$ cat src/hdl/periodic_task_dispatch_table_defines.svh
// Assertion macros for the task dispatch table.
`ifndef PERIODIC_TASK_DISPATCH_TABLE_DEFINES_SVH
`define PERIODIC_TASK_DISPATCH_TABLE_DEFINES_SVH

`ifndef ASSERT_OFF

`define PTDT_ASSERT_IMP(lbl, clk, rst_n, ante, cons) \
  lbl: assert property (@(posedge clk) disable iff (!rst_n) (ante) |-> (cons)) \
    else $error("assertion failed");

`define PTDT_ASSERT_NXT(lbl, clk, rst_n, ante, cons) \
  lbl: assert property (@(posedge clk) disable iff (!rst_n) (ante) |=> (cons)) \
    else $error("assertion failed");

`else

`define PTDT_ASSERT_IMP(lbl, clk, rst_n, ante, cons)

`define PTDT_ASSERT_NXT(lbl, clk, rst_n, ante, cons)

`endif

`endif

$ cat src/hdl/ptdt_pkg.sv
`timescale 1ns / 1ps

package ptdt_pkg;

  typedef enum logic [1:0] {
    REQ_ADD    = 2'd0,
    REQ_DELETE = 2'd1,
    REQ_RETIME = 2'd2,
    REQ_TICK   = 2'd3
  } req_type_t;

  typedef enum logic [1:0] {
    ST_OK       = 2'd0,
    ST_FULL     = 2'd1,
    ST_NO_SLOT  = 2'd2,
    ST_RESERVED = 2'd3
  } status_t;

  typedef struct packed {
    logic [1:0]  req_type;
    logic [2:0]  task_slot;
    logic [15:0] delay_value;
    logic [15:0] period_value;
  } in_item_t;

  typedef struct packed {
    logic [2:0] fired_slot;
    logic       fired;
    logic [1:0] status;
    logic       last;
  } out_item_t;

endpackage

$ cat src/hdl/periodic_task_dispatch_table.sv
`timescale 1ns / 1ps
// Periodic task dispatch table.
// Input channel in_valid / in_stall / in_data carries one request transaction:
// add, delete, retime or tick. Result channel out_valid / out_stall / out_data
// returns the results; out_data.last marks the final result of a request.
// Add, delete and retime each give one result: S_DONE loads it into the output
// register when the output is free, and the block then returns to idle.
// A tick walks the allocated slots in index order through one shared
// decrement-and-compare unit, one slot per cycle from the countdown and
// period memories unless a stalled output pauses the walk; each due slot
// gives one result, and a tick with no due slot gives a single result with
// fired low. S_DONE then loads the final result into the output register.
// in_stall stays high from acceptance until the final result is loaded into
// the output register; the next request is taken while that result waits.
// A stalled output holds its result and the slot walk pauses on the slot
// that needs to emit.
// Reset empties the table: all live bits clear and the allocation count
// returns to zero. Memory contents are not cleared; a slot is read only after
// an add has written it.
module periodic_task_dispatch_table
  import ptdt_pkg::*;
#(
  parameter int MAX_TASKS   = 8,
  parameter int COUNT_WIDTH = 16
) (
  input  logic      clk,
  input  logic      rst_n,
  input  logic      in_valid,
  output logic      in_stall,
  input  in_item_t  in_data,
  output logic      out_valid,
  input  logic      out_stall,
  output out_item_t out_data
);

  `include "periodic_task_dispatch_table_defines.svh"

  localparam int IDX_W  = (MAX_TASKS > 1) ? $clog2(MAX_TASKS) : 1;
  localparam int USED_W = $clog2(MAX_TASKS + 1);
  localparam int SAT_W  = (COUNT_WIDTH > 17) ? COUNT_WIDTH : 17;

  typedef enum logic [1:0] {
    S_IDLE,
    S_EVAL,
    S_DONE
  } state_t;

  function automatic logic [COUNT_WIDTH-1:0] sat_count(input logic [16:0] v);
    logic [SAT_W-1:0] ext;
    logic [SAT_W-1:0] lim;
    ext = SAT_W'(v);
    lim = SAT_W'({COUNT_WIDTH{1'b1}});
    if (ext > lim) begin
      sat_count = {COUNT_WIDTH{1'b1}};
    end else begin
      sat_count = COUNT_WIDTH'(ext);
    end
  endfunction

  state_t                  state_r;
  logic [USED_W-1:0]       used_r;
  logic [MAX_TASKS-1:0]    live_r;
  logic [IDX_W-1:0]        idx_r;
  out_item_t               done_res_r;
  logic                    out_valid_r;
  out_item_t               out_data_r;

  logic [COUNT_WIDTH-1:0]  cnt_mem [MAX_TASKS];
  logic [COUNT_WIDTH-1:0]  per_mem [MAX_TASKS];
  logic [COUNT_WIDTH-1:0]  cnt_rd_r;
  logic [COUNT_WIDTH-1:0]  per_rd_r;

  logic                    in_acc;
  logic                    out_free;
  logic                    out_load;
  out_item_t               acc_res;
  logic                    full;
  logic                    slot_ok;
  logic [IDX_W-1:0]        req_idx;
  logic                    active;
  logic                    fire;
  logic                    adv;
  logic                    at_last;
  logic [IDX_W-1:0]        rd_addr;
  logic                    cnt_we;
  logic                    per_we;
  logic [IDX_W-1:0]        wr_addr;
  logic [COUNT_WIDTH-1:0]  cnt_wdata;
  logic [COUNT_WIDTH-1:0]  per_wdata;
  logic [COUNT_WIDTH-1:0]  cnt_dec;

  assign in_stall  = (state_r != S_IDLE);
  assign in_acc    = in_valid && !in_stall;
  assign out_free  = !out_valid_r || !out_stall;
  assign out_valid = out_valid_r;
  assign out_data  = out_data_r;

  assign full    = (used_r == USED_W'(MAX_TASKS));
  assign req_idx = IDX_W'(in_data.task_slot);
  assign slot_ok = (7'(in_data.task_slot) < 7'(MAX_TASKS)) && live_r[req_idx];

  assign cnt_dec = cnt_rd_r - COUNT_WIDTH'(1);
  assign active  = live_r[idx_r] && (cnt_rd_r != '0);
  assign fire    = active && (cnt_rd_r == COUNT_WIDTH'(1));
  assign adv     = (state_r == S_EVAL) && !(fire && done_res_r.fired && !out_free);
  assign at_last = ((USED_W'(idx_r) + USED_W'(1)) == used_r);

  assign out_load = (adv && fire && done_res_r.fired) ||
                    ((state_r == S_DONE) && out_free);

  always_comb begin
    acc_res = '{fired_slot: 3'd0, fired: 1'b0, status: ST_OK, last: 1'b1};
    unique case (req_type_t'(in_data.req_type))
      REQ_ADD: begin
        if (full) begin
          acc_res.status = ST_FULL;
        end else begin
          acc_res.fired_slot = 3'(used_r);
        end
      end
      REQ_DELETE, REQ_RETIME: begin
        if (!slot_ok) begin
          acc_res.status = ST_NO_SLOT;
        end
      end
      REQ_TICK: begin
        acc_res.last = 1'b1;
      end
      default: begin
        acc_res.last = 1'b1;
      end
    endcase
  end

  always_comb begin
    priority if (state_r == S_IDLE) begin
      rd_addr = '0;
    end else if (adv) begin
      rd_addr = idx_r + IDX_W'(1);
    end else begin
      rd_addr = idx_r;
    end
  end

  always_comb begin
    cnt_we    = 1'b0;
    per_we    = 1'b0;
    wr_addr   = idx_r;
    cnt_wdata = fire ? per_rd_r : cnt_dec;
    per_wdata = sat_count({1'b0, in_data.period_value});
    if (in_acc) begin
      unique case (req_type_t'(in_data.req_type))
        REQ_ADD: begin
          wr_addr   = used_r[IDX_W-1:0];
          cnt_wdata = sat_count(17'(in_data.delay_value) + 17'd1);
          cnt_we    = !full;
          per_we    = !full;
        end
        REQ_RETIME: begin
          wr_addr   = req_idx;
          cnt_wdata = sat_count({1'b0, in_data.delay_value});
          cnt_we    = slot_ok;
          per_we    = slot_ok;
        end
        REQ_DELETE, REQ_TICK: begin
          cnt_we = 1'b0;
        end
        default: begin
          cnt_we = 1'b0;
        end
      endcase
    end else if (adv && active) begin
      cnt_we = 1'b1;
    end
  end

  always_ff @(posedge clk) begin
    if (cnt_we) begin
      cnt_mem[wr_addr] <= cnt_wdata;
    end
    if (per_we) begin
      per_mem[wr_addr] <= per_wdata;
    end
    cnt_rd_r <= cnt_mem[rd_addr];
    per_rd_r <= per_mem[rd_addr];
  end

  always_ff @(posedge clk) begin
    if (!rst_n) begin
      state_r     <= S_IDLE;
      used_r      <= '0;
      live_r      <= '0;
      out_valid_r <= 1'b0;
      idx_r       <= '0;
    end else begin
      out_valid_r <= out_load || (out_valid_r && out_stall);
      unique case (state_r)
        S_IDLE: begin
          if (in_acc) begin
            idx_r      <= '0;
            done_res_r <= acc_res;
            unique case (req_type_t'(in_data.req_type))
              REQ_ADD: begin
                if (!full) begin
                  live_r[used_r[IDX_W-1:0]] <= 1'b1;
                  used_r <= used_r + USED_W'(1);
                end
                state_r <= S_DONE;
              end
              REQ_DELETE: begin
                if (slot_ok) begin
                  live_r[req_idx] <= 1'b0;
                end
                state_r <= S_DONE;
              end
              REQ_RETIME: begin
                state_r <= S_DONE;
              end
              REQ_TICK: begin
                state_r <= (used_r == '0) ? S_DONE : S_EVAL;
              end
              default: begin
                state_r <= S_DONE;
              end
            endcase
          end
        end
        S_EVAL: begin
          if (adv) begin
            if (fire) begin
              if (done_res_r.fired) begin
                out_data_r <= '{fired_slot: done_res_r.fired_slot, fired: 1'b1,
                                status: ST_OK, last: 1'b0};
              end
              done_res_r <= '{fired_slot: 3'(idx_r), fired: 1'b1, status: ST_OK,
                              last: 1'b1};
            end
            idx_r <= idx_r + IDX_W'(1);
            if (at_last) begin
              state_r <= S_DONE;
            end
          end
        end
        S_DONE: begin
          if (out_free) begin
            out_data_r <= done_res_r;
            state_r    <= S_IDLE;
          end
        end
        default: begin
          state_r <= S_IDLE;
        end
      endcase
    end
  end

  `PTDT_ASSERT_IMP(a_used_bound, clk, rst_n, 1'b1, used_r <= USED_W'(MAX_TASKS))
  `PTDT_ASSERT_IMP(a_nonlast_in_tick, clk, rst_n, out_valid_r && !out_data_r.last,
                   done_res_r.fired && (state_r != S_IDLE))
  `PTDT_ASSERT_NXT(a_busy_after_accept, clk, rst_n, in_acc, in_stall)

endmodule

$ cat config.mk
export PLATFORM = sky130hd
export DESIGN_NAME = periodic_task_dispatch_table
export DESIGN_NICKNAME = d
export VERILOG_FILES = /design/src/hdl/ptdt_pkg.sv /design/src/hdl/periodic_task_dispatch_table.sv
export VERILOG_INCLUDE_DIRS = /design/src /design/src/hdl
export SDC_FILE = /design/constraint.sdc
export NUM_CORES = 1
export LEC_CHECK = 0
export ABC_CLOCK_PERIOD_IN_PS = 3200
export BUFFER_PORTS_ARGS = -buffer_cell sky130_fd_sc_hd__buf_2
export CORE_MARGIN = 3
export CORE_UTILIZATION = 34
export DETAILED_ROUTE_END_ITERATION = 7
export HOLD_SLACK_MARGIN = 0.15
export SLEW_MARGIN = 20
export SYNTH_ARGS = -nofsm -noshare
export SYNTH_HDL_FRONTEND = slang
export SYNTH_SLANG_ARGS = --single-unit
$ cat constraint.sdc
create_clock -name clk -period 3.2 [get_ports clk]
set_input_delay 0.32 -clock clk [delete_from_list [all_inputs] [get_ports clk]]
set_output_delay 0.32 -clock clk [all_outputs]
set_load 0.05 [all_outputs]
==> results of run 1 <==
-- cells in the final DEF, fill, tap and decap left out, types with 7 or more instances in the layout --
| master | n |
|---|---|
| a21oi_1 | 91 |
| a22oi_1 | 39 |
| and3_1 | 7 |
| buf_12 | 23 |
| buf_2 | 49 |
| buf_4 | 76 |
| clkbuf_1 | 7 |
| clkbuf_16 | 38 |
| clkinv_2 | 11 |
| dfxtp_1 | 48 |
| dlygate4sd3_1 | 18 |
| edfxtp_1 | 269 |
| ha_1 | 13 |
| inv_1 | 47 |
| mux2_2 | 67 |
| mux2i_1 | 130 |
| nand2_1 | 83 |
| nand2b_1 | 38 |
| nand3_1 | 48 |
| nand4_1 | 9 |
| nor2_1 | 44 |
| nor2_2 | 12 |
| nor3_1 | 19 |
| o2111ai_1 | 31 |
| o211ai_1 | 33 |
| o21a_1 | 9 |
| o21ai_0 | 27 |
| o221ai_1 | 58 |
| o22a_1 | 35 |
| o22ai_1 | 66 |
| or3_1 | 8 |
| xnor2_1 | 17 |
-- logic make-up after synthesis --
logic type,count (synthesis),share of synthesized area (%)
compound gates,448,19.2
flops,319,53.2
simple gates,308,8.95
mux,200,12.4
buf+inv,167,4.28
xor+xnor,21,1.08
fa+ha+maj,13,0.952
-- layer usage --
layer | GRT usage [%] | share of wire (%) | vias up
met5 | 0 | 0.026 | -
met4 | 6.74 | 3.3 | 2
met3 | 3.28 | 6.7 | 90
met2 | 29.1 | 46 | 463
met1 | 25.0 | 44 | 6669
li1 | - | - | 5998
-- critical path, delay by kind of cell (launching register included) --
family / cells / cell delay (ns)
simple gates: 4 / 1.53
flops: 1 / 0.30
compound gates: 3 / 0.40
buf+inv: 4 / 0.75
-- through the flow --
| stage | setup slack, ns | cells | hold WS, ns | util, % | total power [mW] |
|---|---|---|---|---|---|
| after global routing | -0.0199 | 2258 | 0.192 | 41.0 | 11.9 |
| after CTS | 0.0632 | 2256 | 0.156 | 40.9 | 11.5 |
| after detailed placement | -0.137 | 2166 | 0.405 | 37.9 | 7.28 |
| final | 0.0554 | 2258 | 0.187 | 41.0 | 11.5 |
| after floorplan | 0.0654 | 1476 | 0.400 | - | 6.35 |
| after global placement | -0.0378 | 2166 | 0.414 | 37.9 | 7.24 |
-- cell type report --
class / instances / share of cell area, %
clock buffers: 48 / 4.99
repair buffers: 169 / 7.52
well taps: 664 / 4.11
clock inverters: 20 / 0.997
multi-input cells: 990 / 36.5
inverters: 48 / 0.892
flip-flops and latches: 319 / 45.0
-- worst min path at each step --
stage	start	cells past startpoint	to
2_1_floorplan	done_res_r[4]	0	out_data[4]
3_3_place_gp	done_res_r[5]	0	out_data[5]
3_5_place_dp	done_res_r[5]	0	out_data[5]
4_1_cts	in_data[33]	3	live_r[4]
5_1_grt	in_data[33]	3	live_r[0]
6_report	in_data[33]	3	live_r[4]
-- where the power goes --
part           switching [mW]  leakage, nW  total (mW)  internal, mW
combinational            1.40         3.07        2.34         0.941
sequential              0.148         2.84        4.95          4.80
clock                    1.70        0.600        4.18          2.48
total                    3.25         6.51        11.5          8.22
-- sequential cells by signal, indices dropped and copies added, names as in the netlist --
name	flops
cnt_mem	128
cnt_rd_r	16
done_res_r	6
idx_r	3
live_r	8
out_data	7
out_valid	1
per_mem	128
per_rd_r	16
state_r	2
used_r	4
-- what timing repair did --
action | 4_1_cts | 5_1_grt
resized for setup | 4 | 4
pin swaps | 2 | 2
endpoints found under the hold margin | 131 | 0
hold buffers | 18 | 0
cloned | 1 | 1
endpoints found under the setup margin | 18 | 9
setup buffers | 3 | 1
==> flow_metrics.env, run 1 <==
export IMPL_status="finished clean"
export IMPL_cpPeakStageDelay_ns=0.55
export IMPL_crit_path_start_kind="register"
export IMPL_die_y_um=230
export IMPL_nNetsFinal=1619
export IMPL_hpwl_um=31100
export IMPL_drt_pass1_iterations=7
export IMPL_antenna_found_initial=1
export IMPL_rows=81
export IMPL_gp_congestion=0.876
export IMPL_setup_violations=0
export IMPL_synth_most_common_cell="edfxtp_1"
export IMPL_clockBufferDepth=3
export IMPL_crit_arrival_ns=3.53
export IMPL_drive_above_1_share_pct=20.5
export IMPL_ir_drop_v=0.000316
export IMPL_synth_seq_cells=319
export IMPL_synth_flop_cell="edfxtp_1"
export IMPL_vias_per_cell=5.86
export IMPL_grt_max_degree=148
export IMPL_hold_path_class="in2reg"
export IMPL_ys_seq_area_share_pct=53.2
export IMPL_multiInputGateArea_um2=7380
export IMPL_syn_nets=1530
export IMPL_rsz0062_at_grt="true"
export IMPL_port_buffers=49
export IMPL_nFillCells=4599
export IMPL_grt_ovfl_total=0
export IMPL_cts_root_buffer="clkbuf_16"
export IMPL_worstMarginPinSlew_ns=1.12
export IMPL_path_class="reg2reg"
export IMPL_finalCritPeriodShare_pct=98.3
export IMPL_final_area_um2=20200
export IMPL_r2r_slack_ns=0.06
export IMPL_syn_to_final_growth_pct=18.3
export IMPL_n_antenna_cell=0
export IMPL_powerDensity_nw_per_um2=568
export IMPL_drt_initial_drc_count=1392
export IMPL_synth_top_area_share_pct=47.3
export IMPL_netlist_area_um2=17100
export IMPL_synth_edff_count=269
export IMPL_fin_worst_skew_ns=0.0247
export IMPL_synth_largest_area_cell="edfxtp_1"
export IMPL_h_tree_depth=2
export IMPL_ioPinCount=50
export IMPL_required_ns=3.59
export IMPL_cts_sinks=319
export IMPL_coreArea_um2=49300
export IMPL_drv_cap=0
export IMPL_slew_viol_final=0
export IMPL_yosysWarnings=0
export IMPL_regArea_um2=9080
export IMPL_reg2regPathDepth=11
export IMPL_grt_pass1_wl_um=75300
export IMPL_drc_errors=0
export IMPL_cp_end_kind="register"
export IMPL_fmax_mhz=318
export IMPL_critPathCapture="per_rd_r[1]"
export IMPL_period_needed_ns=3.14
export IMPL_dpl_instance_area_um2=18700
export IMPL_grt_pass1_vias=12736
export IMPL_vias=13222
export IMPL_worstPathCellList="or4_1, or4_1, buf_4, nor4_1, buf_4, a311oi_4, buf_12, buf_6, o221ai_1, o22a_1, nand3_1"
export IMPL_crit_fanout=10
export IMPL_clk_latency_ns=0.56
export IMPL_timing_rr_start="cnt_rd_r[6]"
export IMPL_crit_slowest_cell="or4_1"
export IMPL_power_leakage_nw=6.51
export IMPL_clk_transition_reported_paths_ns=0.06
export IMPL_dieWidth_um=230
export IMPL_detail_route_antenna_nets=0
export IMPL_cts_tree="done"
export IMPL_netlist_instances=1476
export IMPL_max_slew_margin_pct=25.4
export IMPL_async_flop_share_pct=0
export IMPL_start_util_pct=34.7
export IMPL_synth_area_leaders="edfxtp_1, mux2i_1, dfxtp_1"
export IMPL_startpoint="cnt_rd_r[6]"
export IMPL_grt_usage_pct=18.3
export IMPL_hold_violations=0
export IMPL_numCtsBuffers=37
export IMPL_synth_common_cells="edfxtp_1, mux2i_1, a21oi_1, nand2_1, clkbuf_1"
export IMPL_worstReg2RegEnd="per_rd_r[1]"
export IMPL_syn_avg_cell_area_um2=11.6
export IMPL_yosysUniqueCellTypes=73
export IMPL_finalSetupTns_ns=0
export IMPL_wl_um=50000
export IMPL_dieArea_um2=53000
export IMPL_wl_per_cell_um=22.1
Power figures use the tool's default switching activity.
==> run 2, diff against run 1 <==
--- a/config.mk
+++ b/config.mk
@@ -7,7 +7,7 @@
 export NUM_CORES = 1
 export LEC_CHECK = 0
 export ABC_CLOCK_PERIOD_IN_PS = 3200
-export BUFFER_PORTS_ARGS = -buffer_cell sky130_fd_sc_hd__buf_2
+export BUFFER_PORTS_ARGS = -buffer_cell sky130_fd_sc_hd__clkbuf_2
 export CORE_MARGIN = 3
 export CORE_UTILIZATION = 34
 export DETAILED_ROUTE_END_ITERATION = 7
==> flow_metrics.env, run 2 (same netlist as run 1, synthesis figures left out) <==
export IMPL_status="finished clean"
export IMPL_path_class="reg2reg"
export IMPL_setup_violations=0
export IMPL_dp_cells=2156
export IMPL_numCtsBuffers=38
export IMPL_drt_initial_drc_count=1350
export IMPL_cp_num_buf_inv=2
export IMPL_finalCritPeriodShare_pct=97.2
export IMPL_post_cts_buffers=0
export IMPL_nFillCells=4612
export IMPL_power_leakage_nw=6.40
export IMPL_detail_route_antenna_nets=0
export IMPL_regArea_um2=9080
export IMPL_syn_to_final_growth_pct=17.1
export IMPL_required_ns=3.46
export IMPL_crit_fanout=28
export IMPL_h_tree_depth=2
export IMPL_worstMarginPinSlew_ns=1.23
export IMPL_cts_tree="done"
export IMPL_drt_pass1_iterations=6
export IMPL_drv_cap=0
export IMPL_max_slew_margin_pct=18.1
export IMPL_worstPathCellList="or4_1, or4_4, or3_1, buf_12, o21ai_0, buf_4, a32oi_1, o22a_1"
export IMPL_cp_end_kind="register"
export IMPL_crit_slowest_cell="or4_4"
export IMPL_cpPeakStageDelay_ns=0.59
export IMPL_gp_congestion=0.847
export IMPL_hpwl_um=29900
export IMPL_cts_root_buffer="clkbuf_16"
export IMPL_crit_arrival_ns=3.37
export IMPL_port_buffers=49
export IMPL_drive_above_1_share_pct=19.6
export IMPL_nNetsFinal=1605
export IMPL_dieArea_um2=53000
export IMPL_wl_per_cell_um=21.8
export IMPL_coreArea_um2=49300
export IMPL_grt_max_degree=144
export IMPL_grt_usage_pct=17.7
export IMPL_grt_pass1_wl_um=73400
export IMPL_slew_viol_final=0
export IMPL_powerDensity_nw_per_um2=567
export IMPL_n_antenna_cell=0
export IMPL_fmax_mhz=321
export IMPL_layout_common_cells="edfxtp_1, mux2i_1, a21oi_1, nand2_1, mux2_2"
export IMPL_finalSetupTns_ns=0
export IMPL_rsz0062_at_grt="false"
export IMPL_final_area_um2=20000
export IMPL_final_common_cell="edfxtp_1"
export IMPL_crit_path_start_kind="register"
export IMPL_hold_violations=0
export IMPL_period_needed_ns=3.11
export IMPL_multiInputGateArea_um2=7370
export IMPL_dpl_instance_area_um2=18600
export IMPL_hold_path_class="in2reg"
export IMPL_final_cells=2245
export IMPL_drc_errors=0
export IMPL_die_y_um=230
export IMPL_cpLargestDelayFamily="simple AND/OR/NAND/NOR gates"
export IMPL_ir_drop_v=0.000409
export IMPL_grt_ovfl_total=0
export IMPL_wl_um=48900
export IMPL_clockBufferDepth=3
export IMPL_start_util_pct=34.7
export IMPL_vias_per_cell=5.85
export IMPL_grt_pass1_vias=12537
export IMPL_rows=81
export IMPL_dieWidth_um=230
export IMPL_ioPinCount=50
export IMPL_cts_sinks=319
export IMPL_top_regs="cnt_mem (128), per_mem (128)"
export IMPL_antenna_found_initial=0
export IMPL_vias=13123
export IMPL_fin_worst_skew_ns=0.0274
export IMPL_clk_transition_reported_paths_ns=0.06
export IMPL_clk_latency_ns=0.57
==> run 2: cell count changes in the layout (fill, tap and decap cells not counted), moves of 4 or more <==
cell,delta
buf_12,-4
buf_2,-49
buf_4,-10
clkbuf_1,+6
clkbuf_2,+49
clkinv_2,-5
==> run 2: per-layer routing <==
layer  routed length (um)  global-route usage [%]
met3                 3690                    3.20
met4                 1350                    6.51
met5                    0                       0
met1                21800                    24.5
met2                22100                    27.8
==> run 2: area by class of cell <==
class | instances | share of cell area [%]
Sequential cell | 319 | 45.4
Multi-Input combinational cell | 990 | 36.9
Timing Repair Buffer | 154 | 6.70
Clock buffer | 54 | 5.21
Tap cell | 664 | 4.15
Inverter | 48 | 0.901
Clock inverter | 16 | 0.751
==> run 2: power breakdown <==
| group | switching (mW) | internal [mW] | leakage, nW |
|---|---|---|---|
| combinational | 1.39 | 0.868 | 2.98 |
| clock | 1.73 | 2.38 | 0.579 |
| sequential | 0.162 | 4.80 | 2.84 |
==> run 2: repair_timing <==
item | 4_1_cts | 5_1_grt
pin swaps | 1 | 0
hold endpoints to repair | 128 | 0
endpoints found under the setup margin | 13 | 20
hold buffers | 16 | 0
resized for setup | 2 | 5
cloned | 0 | 2
==> run 2: worst min-delay path, delay by kind of cell <==
family	cells	cell delay [ns]
buffers and inverters	1	0.21
and+or+nand+nor	2	0.18
==> run 2: stage by stage <==
stage	utilization, %	hold WS [ns]	setup WS [ns]	total power, mW
2_1_floorplan	-	0.400	0.0654	6.35
3_3_place_gp	37.7	0.405	-0.0455	7.16
3_5_place_dp	37.7	0.408	-0.109	7.20
4_1_cts	40.5	0.175	0.0155	11.3
5_1_grt	40.6	0.248	0.0181	11.8
6_report	40.6	0.198	0.0894	11.3
==> run 2: worst paths after layout <==
| check | startpoint | to | slack [ns] | cells after the start |
|---|---|---|---|---|
| min reg2reg | done_res_r[6] | out_data[6] | 0.42 | 0 |
| max reg2reg | cnt_rd_r[6] | cnt_mem[6][2] | 0.09 | 8 |
| max | cnt_rd_r[6] | cnt_mem[6][2] | 0.09 | 8 |
| min | in_data[32] | live_r[0] | 0.20 | 3 |
